**src/sv/htc_pkg.sv**
```systemverilog
// Shared types and constants of the heater temperature controller.
// Used by the RTL modules and the testbench.
package htc_pkg;

   localparam int FILTER_SHIFT_DEF = 5;
   localparam int GAIN_SHIFT_DEF   = 8;

   localparam int ADC_W  = 12;
   localparam int TEMP_W = 9;
   localparam int DUTY_W = 10;
   localparam int OPA_W  = 18;
   localparam int OPB_W  = 16;
   localparam int PROD_W = OPA_W + OPB_W;
   localparam int SUM_W  = 36;
   localparam int CNT_W  = $clog2(OPB_W);

   localparam logic [ADC_W-1:0] ADC_OPEN  = 12'd4080;
   localparam logic [ADC_W-1:0] ADC_SHORT = 12'd50;

   localparam int NCAL = 4;
   localparam logic [10:0] CAL_TEMP [NCAL] = '{11'd23, 11'd200, 11'd310, 11'd450};
   localparam logic [10:0] CAL_ADC  [NCAL] = '{11'd447, 11'd770, 11'd974, 11'd1180};

   localparam logic [2:0] CSR_TARGET_C   = 3'd0;
   localparam logic [2:0] CSR_BOOST_THR  = 3'd1;
   localparam logic [2:0] CSR_KP         = 3'd2;
   localparam logic [2:0] CSR_KI         = 3'd3;
   localparam logic [2:0] CSR_KD         = 3'd4;
   localparam logic [2:0] CSR_INT_MIN    = 3'd5;
   localparam logic [2:0] CSR_INT_MAX    = 3'd6;
   localparam logic [2:0] CSR_OUTPUT_MAX = 3'd7;

   localparam logic ALU_MUL = 1'b0;
   localparam logic ALU_DIV = 1'b1;

   typedef struct packed {
      logic start;
      logic op;
   } alu_ctl_type;

   typedef struct packed {
      logic busy;
      logic done;
   } alu_sts_type;

endpackage

```
**src/sv/heater_temperature_controller.sv**
```systemverilog
// After a beat is accepted the temperature and target conversions run; when off, faulted or in boost
// the result is then loaded, else the PID terms run first. The next beat is taken the cycle after the
// result is loaded, so no new beat is taken while one is in work, nor while the result side stalls.
// Each multiply or divide runs on the one shared bit-serial unit.
// Reset (synchronous, active high) loads register defaults, heater off, fault set,
// filter, integral and last measurement cleared.
module heater_temperature_controller #(
   parameter int FILTER_SHIFT = htc_pkg::FILTER_SHIFT_DEF,
   parameter int GAIN_SHIFT   = htc_pkg::GAIN_SHIFT_DEF
) (
   input  logic        clock,
   input  logic        reset,
   input  logic        req_valid,
   output logic        req_stall,
   input  logic [11:0] req_raw_adc,
   input  logic        req_toggle_power,
   output logic        rsp_valid,
   input  logic        rsp_stall,
   output logic [9:0]  rsp_pwm_duty,
   output logic [11:0] rsp_measured_adc,
   output logic [8:0]  rsp_measured_temp_c,
   output logic        rsp_heater_on,
   output logic        rsp_sensor_fault,
   output logic        rsp_fault_kind,
   output logic        rsp_boost_active,
   input  logic        csr_valid,
   output logic        csr_ready,
   input  logic [2:0]  csr_index,
   input  logic [15:0] csr_wdata
);
   localparam int ACC_W = htc_pkg::ADC_W + FILTER_SHIFT;

   localparam logic [3:0] ST_IDLE = 4'd0, ST_TMUL = 4'd1, ST_TDIV = 4'd2, ST_SMUL = 4'd3,
                          ST_SDIV = 4'd4, ST_DECIDE = 4'd5, ST_KP = 4'd6, ST_KI = 4'd7,
                          ST_KD = 4'd8, ST_SCALE = 4'd9, ST_DONE = 4'd10;

   logic [3:0]         state_ff, state_in;
   logic               issued_ff, issued_in;
   logic [8:0]         sp_ff, boost_thr_ff;
   logic [15:0]        kp_ff, kd_ff;
   logic [11:0]        ki_ff;
   logic signed [15:0] imin_ff, imax_ff;
   logic [9:0]         omax_ff;
   logic               en_ff, en_in, fault_ff, fault_in, kind_ff, kind_in;
   logic [ACC_W-1:0]   facc_ff, facc_in;
   logic signed [15:0] integ_ff, integ_in;
   logic [11:0]        last_ff, last_in, meas_ff, meas_in;
   logic [8:0]         temp_ff, temp_in;
   logic [10:0]        spadc_ff, spadc_in;
   logic [15:0]        quot_ff, quot_in;
   logic signed [12:0] e_ff, e_in;
   logic signed [htc_pkg::SUM_W-1:0] sum_ff, sum_in;
   logic [9:0]         duty_ff, duty_in;
   logic               boost_ff, boost_in;
   logic               rsp_valid_ff, rsp_valid_in;
   logic [9:0]         o_duty_ff, o_duty_in;
   logic [11:0]        o_meas_ff, o_meas_in;
   logic [8:0]         o_temp_ff, o_temp_in;
   logic               o_en_ff, o_en_in, o_fault_ff, o_fault_in;
   logic               o_kind_ff, o_kind_in, o_boost_ff, o_boost_in;

   htc_pkg::alu_ctl_type              alu_ctl;
   htc_pkg::alu_sts_type              alu_sts;
   logic signed [htc_pkg::OPA_W-1:0]  alu_a;
   logic [htc_pkg::OPB_W-1:0]         alu_b;
   logic signed [htc_pkg::PROD_W-1:0] alu_r;

   logic               accept;
   logic [ACC_W-1:0]   scaled, fupd, fnew;
   logic signed [ACC_W:0] fdiff, fstep;
   logic               f_open, f_short;
   logic [10:0]        t_base, t_off, t_mulf, t_div;
   logic [10:0]        s_base, s_off, s_mulf, s_div;
   logic signed [16:0] iacc;
   logic signed [16:0] iclamp;
   logic signed [12:0] dmeas;
   logic signed [10:0] boost_err;
   logic signed [htc_pkg::SUM_W-1:0] shifted;

   htc_serial_alu u_alu (
      .clock  (clock),
      .reset  (reset),
      .ctl    (alu_ctl),
      .opa    (alu_a),
      .opb    (alu_b),
      .sts    (alu_sts),
      .result (alu_r)
   );

   assign accept    = req_valid && !req_stall;
   assign req_stall = (state_ff != ST_IDLE);
   assign csr_ready = 1'b1;

   // temperature segment
   always_comb begin
      t_base = htc_pkg::CAL_TEMP[0];
      t_off  = '0;
      t_mulf = 11'd1;
      t_div  = 11'd1;
      if ({1'b0, meas_ff} < {1'b0, htc_pkg::CAL_ADC[0]}) begin
         t_base = htc_pkg::CAL_TEMP[0];
      end else if ({1'b0, meas_ff} <= {1'b0, htc_pkg::CAL_ADC[1]}) begin
         t_base = htc_pkg::CAL_TEMP[0];
         t_off  = meas_ff[10:0] - htc_pkg::CAL_ADC[0];
         t_mulf = htc_pkg::CAL_TEMP[1] - htc_pkg::CAL_TEMP[0];
         t_div  = htc_pkg::CAL_ADC[1] - htc_pkg::CAL_ADC[0];
      end else if ({1'b0, meas_ff} <= {1'b0, htc_pkg::CAL_ADC[2]}) begin
         t_base = htc_pkg::CAL_TEMP[1];
         t_off  = meas_ff[10:0] - htc_pkg::CAL_ADC[1];
         t_mulf = htc_pkg::CAL_TEMP[2] - htc_pkg::CAL_TEMP[1];
         t_div  = htc_pkg::CAL_ADC[2] - htc_pkg::CAL_ADC[1];
      end else if ({1'b0, meas_ff} <= {1'b0, htc_pkg::CAL_ADC[3]}) begin
         t_base = htc_pkg::CAL_TEMP[2];
         t_off  = meas_ff[10:0] - htc_pkg::CAL_ADC[2];
         t_mulf = htc_pkg::CAL_TEMP[3] - htc_pkg::CAL_TEMP[2];
         t_div  = htc_pkg::CAL_ADC[3] - htc_pkg::CAL_ADC[2];
      end else begin
         t_base = htc_pkg::CAL_TEMP[3];
      end
   end

   // target ADC segment
   always_comb begin
      s_base = htc_pkg::CAL_ADC[0];
      s_off  = '0;
      s_mulf = 11'd1;
      s_div  = 11'd1;
      if ({2'b00, sp_ff} < htc_pkg::CAL_TEMP[0]) begin
         s_base = htc_pkg::CAL_ADC[0];
      end else if ({2'b00, sp_ff} <= htc_pkg::CAL_TEMP[1]) begin
         s_base = htc_pkg::CAL_ADC[0];
         s_off  = {2'b00, sp_ff} - htc_pkg::CAL_TEMP[0];
         s_mulf = htc_pkg::CAL_ADC[1] - htc_pkg::CAL_ADC[0];
         s_div  = htc_pkg::CAL_TEMP[1] - htc_pkg::CAL_TEMP[0];
      end else if ({2'b00, sp_ff} <= htc_pkg::CAL_TEMP[2]) begin
         s_base = htc_pkg::CAL_ADC[1];
         s_off  = {2'b00, sp_ff} - htc_pkg::CAL_TEMP[1];
         s_mulf = htc_pkg::CAL_ADC[2] - htc_pkg::CAL_ADC[1];
         s_div  = htc_pkg::CAL_TEMP[2] - htc_pkg::CAL_TEMP[1];
      end else if ({2'b00, sp_ff} <= htc_pkg::CAL_TEMP[3]) begin
         s_base = htc_pkg::CAL_ADC[2];
         s_off  = {2'b00, sp_ff} - htc_pkg::CAL_TEMP[2];
         s_mulf = htc_pkg::CAL_ADC[3] - htc_pkg::CAL_ADC[2];
         s_div  = htc_pkg::CAL_TEMP[3] - htc_pkg::CAL_TEMP[2];
      end else begin
         s_base = htc_pkg::CAL_ADC[3];
      end
   end

   always_comb begin
      f_open  = (req_raw_adc >= htc_pkg::ADC_OPEN);
      f_short = (req_raw_adc <= htc_pkg::ADC_SHORT);
      scaled  = {req_raw_adc, {FILTER_SHIFT{1'b0}}};
      fdiff   = $signed({1'b0, scaled}) - $signed({1'b0, facc_ff});
      fstep   = fdiff >>> FILTER_SHIFT;
      fupd    = facc_ff + fstep[ACC_W-1:0];
      fnew    = (fault_ff || (facc_ff == '0)) ? scaled : fupd;
      boost_err = $signed({2'b00, sp_ff}) - $signed({2'b00, temp_ff});
      iacc    = $signed({{4{e_ff[12]}}, e_ff}) + $signed({integ_ff[15], integ_ff});
      if (iacc < $signed({imin_ff[15], imin_ff})) begin
         iclamp = {imin_ff[15], imin_ff};
      end else if (iacc > $signed({imax_ff[15], imax_ff})) begin
         iclamp = {imax_ff[15], imax_ff};
      end else begin
         iclamp = iacc;
      end
      dmeas   = $signed({1'b0, last_ff}) - $signed({1'b0, meas_ff});
      shifted = sum_ff >>> GAIN_SHIFT;
   end

   always_comb begin
      alu_ctl.start = 1'b0;
      alu_ctl.op    = htc_pkg::ALU_MUL;
      alu_a         = '0;
      alu_b         = '0;
      unique case (state_ff)
         ST_TMUL: begin
            alu_a = $signed({7'd0, t_off});
            alu_b = {5'd0, t_mulf};
         end
         ST_TDIV: begin
            alu_ctl.op = htc_pkg::ALU_DIV;
            alu_a = $signed({2'b00, quot_ff});
            alu_b = {5'd0, t_div};
         end
         ST_SMUL: begin
            alu_a = $signed({7'd0, s_off});
            alu_b = {5'd0, s_mulf};
         end
         ST_SDIV: begin
            alu_ctl.op = htc_pkg::ALU_DIV;
            alu_a = $signed({2'b00, quot_ff});
            alu_b = {5'd0, s_div};
         end
         ST_KP: begin
            alu_a = $signed({{5{e_ff[12]}}, e_ff});
            alu_b = kp_ff;
         end
         ST_KI: begin
            alu_a = $signed({{2{integ_ff[15]}}, integ_ff});
            alu_b = {4'd0, ki_ff};
         end
         ST_KD: begin
            alu_a = $signed({{5{dmeas[12]}}, dmeas});
            alu_b = kd_ff;
         end
         default: begin
            alu_a = '0;
         end
      endcase
      if ((state_ff == ST_TMUL) || (state_ff == ST_TDIV) || (state_ff == ST_SMUL) ||
          (state_ff == ST_SDIV) || (state_ff == ST_KP) || (state_ff == ST_KI) ||
          (state_ff == ST_KD)) begin
         alu_ctl.start = !issued_ff;
      end
   end

   always_comb begin
      state_in  = state_ff;
      issued_in = issued_ff;
      en_in     = en_ff;
      fault_in  = fault_ff;
      kind_in   = kind_ff;
      facc_in   = facc_ff;
      integ_in  = integ_ff;
      last_in   = last_ff;
      meas_in   = meas_ff;
      temp_in   = temp_ff;
      spadc_in  = spadc_ff;
      quot_in   = quot_ff;
      e_in      = e_ff;
      sum_in    = sum_ff;
      duty_in   = duty_ff;
      boost_in  = boost_ff;
      rsp_valid_in = rsp_valid_ff && rsp_stall;
      o_duty_in  = o_duty_ff;
      o_meas_in  = o_meas_ff;
      o_temp_in  = o_temp_ff;
      o_en_in    = o_en_ff;
      o_fault_in = o_fault_ff;
      o_kind_in  = o_kind_ff;
      o_boost_in = o_boost_ff;
      if (alu_ctl.start) begin
         issued_in = 1'b1;
      end
      if (alu_sts.done) begin
         issued_in = 1'b0;
      end
      unique case (state_ff)
         ST_IDLE: begin
            if (accept) begin
               duty_in  = '0;
               boost_in = 1'b0;
               if (f_open || f_short) begin
                  fault_in = 1'b1;
                  en_in    = 1'b0;
                  kind_in  = f_open;
                  facc_in  = '0;
                  meas_in  = req_raw_adc;
               end else begin
                  fault_in = 1'b0;
                  en_in    = en_ff ^ req_toggle_power;
                  kind_in  = 1'b0;
                  facc_in  = fnew;
                  meas_in  = fnew[ACC_W-1:FILTER_SHIFT];
               end
               state_in = ST_TMUL;
            end
         end
         ST_TMUL: begin
            if (alu_sts.done) begin
               quot_in  = alu_r[15:0];
               state_in = ST_TDIV;
            end
         end
         ST_TDIV: begin
            if (alu_sts.done) begin
               temp_in  = 9'(t_base + alu_r[10:0]);
               state_in = ST_SMUL;
            end
         end
         ST_SMUL: begin
            if (alu_sts.done) begin
               quot_in  = alu_r[15:0];
               state_in = ST_SDIV;
            end
         end
         ST_SDIV: begin
            if (alu_sts.done) begin
               spadc_in = s_base + alu_r[10:0];
               state_in = ST_DECIDE;
            end
         end
         ST_DECIDE: begin
            e_in = $signed({2'b00, spadc_ff}) - $signed({1'b0, meas_ff});
            if (!en_ff || fault_ff) begin
               integ_in = '0;
               last_in  = meas_ff;
               state_in = ST_DONE;
            end else if (boost_err > $signed({2'b00, boost_thr_ff})) begin
               duty_in  = omax_ff;
               boost_in = 1'b1;
               integ_in = '0;
               last_in  = meas_ff;
               state_in = ST_DONE;
            end else begin
               state_in = ST_KP;
            end
         end
         ST_KP: begin
            if (alu_sts.done) begin
               sum_in   = {{(htc_pkg::SUM_W-htc_pkg::PROD_W){alu_r[htc_pkg::PROD_W-1]}}, alu_r};
               integ_in = iclamp[15:0];
               state_in = ST_KI;
            end
         end
         ST_KI: begin
            if (alu_sts.done) begin
               sum_in = sum_ff
                      + {{(htc_pkg::SUM_W-htc_pkg::PROD_W){alu_r[htc_pkg::PROD_W-1]}}, alu_r};
               state_in = ST_KD;
            end
         end
         ST_KD: begin
            if (alu_sts.done) begin
               sum_in = sum_ff
                      + {{(htc_pkg::SUM_W-htc_pkg::PROD_W){alu_r[htc_pkg::PROD_W-1]}}, alu_r};
               last_in  = meas_ff;
               state_in = ST_SCALE;
            end
         end
         ST_SCALE: begin
            if (shifted < 0) begin
               duty_in = '0;
            end else if (shifted > $signed({{(htc_pkg::SUM_W-10){1'b0}}, omax_ff})) begin
               duty_in = omax_ff;
            end else begin
               duty_in = shifted[9:0];
            end
            state_in = ST_DONE;
         end
         ST_DONE: begin
            if (!rsp_valid_ff || !rsp_stall) begin
               rsp_valid_in = 1'b1;
               o_duty_in  = duty_ff;
               o_meas_in  = meas_ff;
               o_temp_in  = temp_ff;
               o_en_in    = en_ff;
               o_fault_in = fault_ff;
               o_kind_in  = kind_ff;
               o_boost_in = boost_ff;
               state_in   = ST_IDLE;
            end
         end
         default: begin
            state_in = ST_IDLE;
         end
      endcase
      if (csr_valid && csr_ready && (csr_index == htc_pkg::CSR_TARGET_C)) begin
         integ_in = '0;
      end
   end

   always_ff @(posedge clock) begin
      if (reset) begin
         state_ff     <= ST_IDLE;
         issued_ff    <= 1'b0;
         rsp_valid_ff <= 1'b0;
         en_ff        <= 1'b0;
         fault_ff     <= 1'b1;
         kind_ff      <= 1'b0;
         facc_ff      <= '0;
         integ_ff     <= '0;
         last_ff      <= '0;
         sp_ff        <= 9'd250;
         boost_thr_ff <= 9'd50;
         kp_ff        <= 16'd5120;
         ki_ff        <= 12'd14;
         kd_ff        <= 16'd51200;
         imin_ff      <= 16'sd0;
         imax_ff      <= 16'sd18267;
         omax_ff      <= 10'd999;
      end else begin
         state_ff     <= state_in;
         issued_ff    <= issued_in;
         rsp_valid_ff <= rsp_valid_in;
         en_ff        <= en_in;
         fault_ff     <= fault_in;
         kind_ff      <= kind_in;
         facc_ff      <= facc_in;
         integ_ff     <= integ_in;
         last_ff      <= last_in;
         if (csr_valid && csr_ready) begin
            unique case (csr_index)
               htc_pkg::CSR_TARGET_C:   sp_ff        <= csr_wdata[8:0];
               htc_pkg::CSR_BOOST_THR:  boost_thr_ff <= csr_wdata[8:0];
               htc_pkg::CSR_KP:         kp_ff        <= csr_wdata;
               htc_pkg::CSR_KI:         ki_ff        <= csr_wdata[11:0];
               htc_pkg::CSR_KD:         kd_ff        <= csr_wdata;
               htc_pkg::CSR_INT_MIN:    imin_ff      <= $signed(csr_wdata);
               htc_pkg::CSR_INT_MAX:    imax_ff      <= $signed(csr_wdata);
               htc_pkg::CSR_OUTPUT_MAX: omax_ff      <= csr_wdata[9:0];
               default:                 omax_ff      <= omax_ff;
            endcase
         end
      end
      meas_ff    <= meas_in;
      temp_ff    <= temp_in;
      spadc_ff   <= spadc_in;
      quot_ff    <= quot_in;
      e_ff       <= e_in;
      sum_ff     <= sum_in;
      duty_ff    <= duty_in;
      boost_ff   <= boost_in;
      o_duty_ff  <= o_duty_in;
      o_meas_ff  <= o_meas_in;
      o_temp_ff  <= o_temp_in;
      o_en_ff    <= o_en_in;
      o_fault_ff <= o_fault_in;
      o_kind_ff  <= o_kind_in;
      o_boost_ff <= o_boost_in;
   end

   assign rsp_valid           = rsp_valid_ff;
   assign rsp_pwm_duty        = o_duty_ff;
   assign rsp_measured_adc    = o_meas_ff;
   assign rsp_measured_temp_c = o_temp_ff;
   assign rsp_heater_on       = o_en_ff;
   assign rsp_sensor_fault    = o_fault_ff;
   assign rsp_fault_kind      = o_kind_ff;
   assign rsp_boost_active    = o_boost_ff;

endmodule

```
**src/sv/htc_serial_alu.sv**
```systemverilog
// Bit-serial shift-add multiplier and restoring divider, one bit per cycle.
// Depends on htc_pkg.
module htc_serial_alu (
   input  logic                                clock,
   input  logic                                reset,
   input  htc_pkg::alu_ctl_type                ctl,
   input  logic signed [htc_pkg::OPA_W-1:0]    opa,
   input  logic [htc_pkg::OPB_W-1:0]           opb,
   output htc_pkg::alu_sts_type                sts,
   output logic signed [htc_pkg::PROD_W-1:0]   result
);
   logic                              busy_ff, busy_in, done_ff, done_in, op_ff, op_in;
   logic [htc_pkg::CNT_W-1:0]         cnt_ff, cnt_in;
   logic [htc_pkg::OPA_W-1:0]         hi_ff, hi_in, a_ff, a_in;
   logic [htc_pkg::OPB_W-1:0]         lo_ff, lo_in, b_ff, b_in;
   logic [htc_pkg::OPA_W:0]           msum;
   logic [htc_pkg::OPB_W:0]           rsh;
   logic [htc_pkg::OPB_W+1:0]         rdiff;

   always_comb begin
      msum  = {hi_ff[htc_pkg::OPA_W-1], hi_ff}
            + (lo_ff[0] ? {a_ff[htc_pkg::OPA_W-1], a_ff} : '0);
      rsh   = {hi_ff[htc_pkg::OPB_W-1:0], lo_ff[htc_pkg::OPB_W-1]};
      rdiff = {1'b0, rsh} - {2'b00, b_ff};
      busy_in = busy_ff;
      done_in = 1'b0;
      op_in   = op_ff;
      cnt_in  = cnt_ff;
      hi_in   = hi_ff;
      lo_in   = lo_ff;
      a_in    = a_ff;
      b_in    = b_ff;
      if (ctl.start) begin
         busy_in = 1'b1;
         op_in   = ctl.op;
         cnt_in  = '1;
         hi_in   = '0;
         a_in    = opa;
         b_in    = opb;
         lo_in   = (ctl.op == htc_pkg::ALU_MUL) ? opb : opa[htc_pkg::OPB_W-1:0];
      end else if (busy_ff) begin
         if (op_ff == htc_pkg::ALU_MUL) begin
            hi_in = msum[htc_pkg::OPA_W:1];
            lo_in = {msum[0], lo_ff[htc_pkg::OPB_W-1:1]};
         end else if (!rdiff[htc_pkg::OPB_W+1]) begin
            hi_in = {{(htc_pkg::OPA_W-htc_pkg::OPB_W-1){1'b0}}, rdiff[htc_pkg::OPB_W:0]};
            lo_in = {lo_ff[htc_pkg::OPB_W-2:0], 1'b1};
         end else begin
            hi_in = {{(htc_pkg::OPA_W-htc_pkg::OPB_W-1){1'b0}}, rsh};
            lo_in = {lo_ff[htc_pkg::OPB_W-2:0], 1'b0};
         end
         cnt_in = cnt_ff - 1'b1;
         if (cnt_ff == '0) begin
            busy_in = 1'b0;
            done_in = 1'b1;
         end
      end
   end

   always_ff @(posedge clock) begin
      if (reset) begin
         busy_ff <= 1'b0;
         done_ff <= 1'b0;
      end else begin
         busy_ff <= busy_in;
         done_ff <= done_in;
      end
      op_ff  <= op_in;
      cnt_ff <= cnt_in;
      hi_ff  <= hi_in;
      lo_ff  <= lo_in;
      a_ff   <= a_in;
      b_ff   <= b_in;
   end

   assign sts.busy = busy_ff;
   assign sts.done = done_ff;
   assign result   = $signed({hi_ff, lo_ff});

endmodule

```
**config.mk**
```make
export PLATFORM = sky130hd
export DESIGN_NAME = heater_temperature_controller
export DESIGN_NICKNAME = d
export VERILOG_FILES = /design/src/sv/htc_pkg.sv /design/src/sv/heater_temperature_controller.sv /design/src/sv/htc_serial_alu.sv
export SDC_FILE = /design/constraint.sdc
export NUM_CORES = 1
export LEC_CHECK = 0
export BUFFER_PORTS_ARGS = -buffer_cell sky130_fd_sc_hd__buf_2
export CORE_ASPECT_RATIO = 0.75
export CORE_UTILIZATION = 51
export CTS_CLUSTER_DIAMETER = 150
export DETAILED_ROUTE_END_ITERATION = 8
export GPL_ROUTABILITY_DRIVEN = 0
export PLACE_DENSITY = 0.71
export SYNTH_ARGS = -nofsm -noshare
export SYNTH_HDL_FRONTEND = slang
export SYNTH_HIERARCHICAL = 1
export SYNTH_SLANG_ARGS = --single-unit
```
**constraint.sdc**
```tcl
create_clock -name clock -period 4.5 [get_ports clock]
set_input_delay 0.225 -clock clock [delete_from_list [all_inputs] [get_ports clock]]
set_output_delay 0.225 -clock clock [all_outputs]
set_load 0.01 [all_outputs]
```
Word-level counts from Yosys, hierarchy flattened

Cells that the tools add are included.

$add $sub $neg: 18
$mul: 0
Div/mod/pow operators: 0
$lt $le $gt $ge: 15
Equality and inequality tests: 30
Shift operators: 0
Muxes and demuxes: 91
Bitwise logic cells: 2
Reduce and logical (&&, ||, !) cells: 54

Operators with widths:

| operator                                              | count |
|---|---|
| 2-to-1 mux 11 bit                                     | 14 |
| 2-to-1 mux 16 bit                                     | 9 |
| one-hot mux 16 bit (7 select lines)                   | 1 |
| one-hot mux 18 bit (6 select lines)                   | 1 |
| 2-to-1 mux 8 bit                                      | 12 |
| 2-to-1 mux 36 bit                                     | 2 |
| one-hot mux 36 bit (2 select lines)                   | 1 |
| 2-to-1 mux 9 bit                                      | 6 |
| 2-to-1 mux 17 bit                                     | 3 |
| 2-to-1 mux 10 bit                                     | 5 |
| 2-to-1 mux 12 bit                                     | 4 |
| 2-to-1 mux 4 bit                                      | 11 |
| one-hot mux 4 bit (11 select lines)                   | 1 |
| adder 36 bit                                          | 1 |
| one-hot mux 16 bit (2 select lines)                   | 1 |
| one-hot mux 10 bit (3 select lines)                   | 1 |
| > comparator 28 x 11 -> 1 bit                         | 1 |
| < comparator 28 x 1 -> 1 bit, second input constant   | 1 |
| AND reduction 2 bit                                   | 13 |
| <= comparator 12 x 10 -> 1 bit, second input constant | 2 |
| one-hot mux 12 bit (2 select lines)                   | 1 |
| subtractor 11 x 10 -> 11 bit, second input constant   | 2 |
| adder 19 bit                                          | 1 |
| 2-to-1 mux 19 bit                                     | 1 |
| 53 further kinds                                      | 115 |

Flip-flop bits (word level): 376
Latch bits: 0
Memory bits (writable): 0
Memory bits (read-only): 0
Input port bits: 37
Logic and storage cells: 250
Memories kept: 0

Depth between registers and ports, before layout

Word-level depth: 9
Gate-level depth with buffers: 21
Depth with buffers taken out: 20

Hierarchy

Netlist, hierarchy kept.

Modules (own cells, without submodules):

| module                        | instances | cells each | area each (um2) | seq. area each (um2) |
|---|---|---|---|---|
| heater_temperature_controller | 1         | 2356       | 20354.5         | 7457.2 |
| htc_serial_alu                | 1         | 508        | 4913.5          | 2011.9 |

Worst setup path before layout

Ideal clock, no wire load.

Path type: register -> register
Start: register state_ff[0]
End: register u_alu/hi_ff[15] (netlist bit)
Library setup time: 0.122 ns
Data arrival time: 3.948 ns
Path slack: 0.430 ns
Cell stages (with the launch flop): 12
Buffers on the path: 3
Period minus slack after synthesis: 4.070 ns
Cell sequence: dfxtp_1 > clkbuf_1 > mux2_2 > o22a_1 > nor2_1 > clkbuf_1 > nor2b_1 > nand2_1 > clkbuf_1 > nor3_1 > mux2_4 > a221o_1

RTL lines:

| element                | line                                 | text |
|---|---|---|
| start, declared        | heater_temperature_controller.sv:37  | `logic [3:0] state_ff, state_in;` |
| start signal, assigned | heater_temperature_controller.sv:384 | `state_ff <= state_in;` |
| end signal, assigned   | htc_serial_alu.sv:70                 | `hi_ff <= hi_in;` |
| end, declared          | htc_serial_alu.sv:14                 | `logic [htc_pkg::OPA_W-1:0] hi_ff, hi_in, a_ff, a_in;` |

Worst setup path after layout

Start: register sp_ff[0]
End: register integ_ff[14]

Longest elaborated chain between the ends: 4

Ends and longest elaborated chain:

| element                                | line                                 | text |
|---|---|---|
| start, declared                        | heater_temperature_controller.sv:39  | `logic [8:0] sp_ff, boost_thr_ff;` |
| start signal, assigned                 | heater_temperature_controller.sv:395 | `htc_pkg::CSR_TARGET_C: sp_ff <= csr_wdata[8:0];` |
| subtractor 9 x 9 -> 10 bit             | heater_temperature_controller.sv:158 | `boost_err = $signed({2'b00, sp_ff}) - $signed({2'b00, temp_ff});` |
| > comparator 10 bit                    | heater_temperature_controller.sv:300 | `end else if (boost_err > $signed({2'b00, boost_thr_ff})) begin` |
| inequality test 3 bit (no source line) | n/a                                  |  |
| AND reduction 3 bit (no source line)   | n/a                                  |  |
| end signal, assigned                   | heater_temperature_controller.sv:391 | `integ_ff <= integ_in;` |
| end, declared                          | heater_temperature_controller.sv:46  | `logic signed [15:0] integ_ff, integ_in;` |

No other way between the ends.
A chain may end at the register's enable or synchronous reset.

==> impl_metrics.json <==
{
  "status": "complete, no violations",
  "dp_hpwl_um": 58000,
  "drive_above_1_share_pct": 8.97,
  "timing.setup.tns_ns": 0,
  "viasPerCell": 6.25,
  "numPortBuffers": 73,
  "path_clk_slew_ns": 0.07,
  "die_w_um": 259,
  "rows": 70,
  "slew_violations": 0,
  "setup.worst_path.class": "reg2reg",
  "setup_violations": 0,
  "totalWireLength_um": 77400,
  "synthCells": 2863,
  "peakVddDrop_uv": 394,
  "maxCapViolCount": 0,
  "synth_nets": 3140,
  "rsz0062_at_grt": "no",
  "cts_made_buffers": 41,
  "dieArea_um2": 50400,
  "ff2ff_setup_slack_ns": 0.17,
  "yosysWarnings": 6,
  "syn-cell-area_um2": 25300,
  "hp-start": "req_toggle_power",
  "num_io_pins": 75,
  "leakagePower_nw": 11.4,
  "syn_area_per_cell_um2": 8.82,
  "h-tree-depth": 2,
  "r2r_end": "integ_ff[14]",
  "r2r_start": "sp_ff[0]",
  "hold_violations": 0,
  "pre_cts_slack_ns": 0.0766,
  "ant_nets": 0,
  "grt_pass1_wl_um": 119000,
  "min_to": "en_ff",
  "worst_setup_path_end_kind": "flop",
  "worst_pin_slew_ns": 1.38,
  "required_ns": 4.98,
  "cts_tree": "yes",
  "grt_pass1_vias": 21100,
  "clock_latency_ns": 0.59,
  "groute.usage.overall_pct": 30.2,
  "cp_max_fo": 15,
  "drtIter0Drc": 2758,
  "fin_nets": 3198,
  "coreArea_um2": 48800,
  "place_area_um2": 26400,
  "fin_area_um2": 28100,
  "hold_path.class": "in2reg",
  "grt_max_degree": 73,
  "cts_sinks": 376,
  "stdcell_count": 3602,
  "die_h_um": 195,
  "syn_to_final_growth_pct": 11.1,
  "final_util_pct": 57.5,
  "worstPathArrival_ns": 4.81,
  "wl_per_cell_um": 21.5,
  "layout_commonest_cell": "nand2_1",
  "drc": 0,
  "finalCriticalPeriod_ns": 4.33,
  "cts_root_buf": "clkbuf_16",
  "fin_crit_sh_pct": 96.2,
  "final_cell_mix": "nand2_1, a21oi_1, ha_1, nor2_1, edfxtp_1",
  "fillers": 4169,
  "whs_path_depth": 5,
  "ff2ff_path_depth": 19,
  "powerDensity_nw_per_um2": 583,
  "cp-start-kind": "flop",
  "cts_max_path_buffers": 3,
  "grt.overflow.total": 0,
  "start_util_pct": 51.8,
  "dpl.cell_count": 3511,
  "fmax_mhz": 231,
  "antenna_found_initial": 3,
  "fin_ws_ns": 0.173,
  "skew_ns": 0.0275,
  "relSlewSlack_pct": 7.55,
  "via_count": 22500,
  "first_pass_iters": 6
}
-- critical path, stage by stage, from the launching register on --
cell	delay, ns
dfxtp_1	0.45
inv_1	0.16
ha_1	0.26
fa_1	0.40
nor2b_1	0.12
o21ai_0	0.08
nand2b_1	0.11
a21o_1	0.12
a21oi_1	0.08
o21bai_1	0.23
a21oi_1	0.13
xnor2_1	0.15
ha_1	0.31
nand3_1	0.11
a21oi_1	0.34
nor3_1	0.13
o21ba_2	0.27
o21a_1	0.20
buf_4	0.20
a221o_1	0.35
-- flip-flops by register name, summed over array words and instances, names as in the netlist, 17 cells and up --
register	flops
facc_ff	17
sum_ff	36
u_alu/a_ff	18
u_alu/hi_ff	18
-- routing by layer --
layer	track usage, %	vias up	wire [µm]
li1	-	10500	-
met2	43.3	1145	32100
met4	9.82	2	2270
met3	6.44	154	8420
met1	44.8	10700	34600
met5	0	-	13
-- worst max path at each step --
stage | end | startpoint | slack (ns) | cells past startpoint
floorplan | u_alu/hi_ff[15] | state_ff[0] | 0.43 | 11
global placement | integ_ff[14] | integ_ff[0] | 0.24 | 18
detailed placement | integ_ff[14] | integ_ff[0] | 0.08 | 18
CTS | integ_ff[14] | integ_ff[0] | 0.07 | 18
global route | state_ff[2] | sp_ff[0] | 0.01 | 19
finish | integ_ff[14] | sp_ff[0] | 0.17 | 19
-- final cells by class --
type | instances | area (µm²) | share of cell area (%)
Antenna cell | 1 | 2.50 | 0.00892
Clock buffer | 51 | 1130 | 4.01
Clock inverter | 24 | 349 | 1.24
Inverter | 181 | 679 | 2.42
Multi-Input combinational cell | 2183 | 14700 | 52.5
Sequential cell | 376 | 9470 | 33.7
Tap cell | 648 | 811 | 2.89
Timing Repair Buffer | 138 | 888 | 3.16
-- where the power goes --
part           switching, mW  internal (mW)
Combinational           4.55           2.93
Sequential             0.638           4.47
Clock                   1.52           2.25
-- stage by stage --
stage          hold WS, ns  power, mW
2_1_floorplan        0.297       10.3
3_3_place_gp         0.405       12.1
3_5_place_dp         0.405       12.4
4_1_cts            0.00669       16.2
5_1_grt             0.0391       17.3
6_report            0.0318       16.4
-- timing repair --
| item | 4_1_cts | 5_1_grt |
|---|---|---|
| resized for setup | 0 | 13 |
| setup buffers | 0 | 2 |
| endpoints found under the setup margin | 0 | 20 |
| hold buffers | 13 | 0 |
| hold endpoints to repair | 37 | 0 |
(Power assumes the default switching activity.)
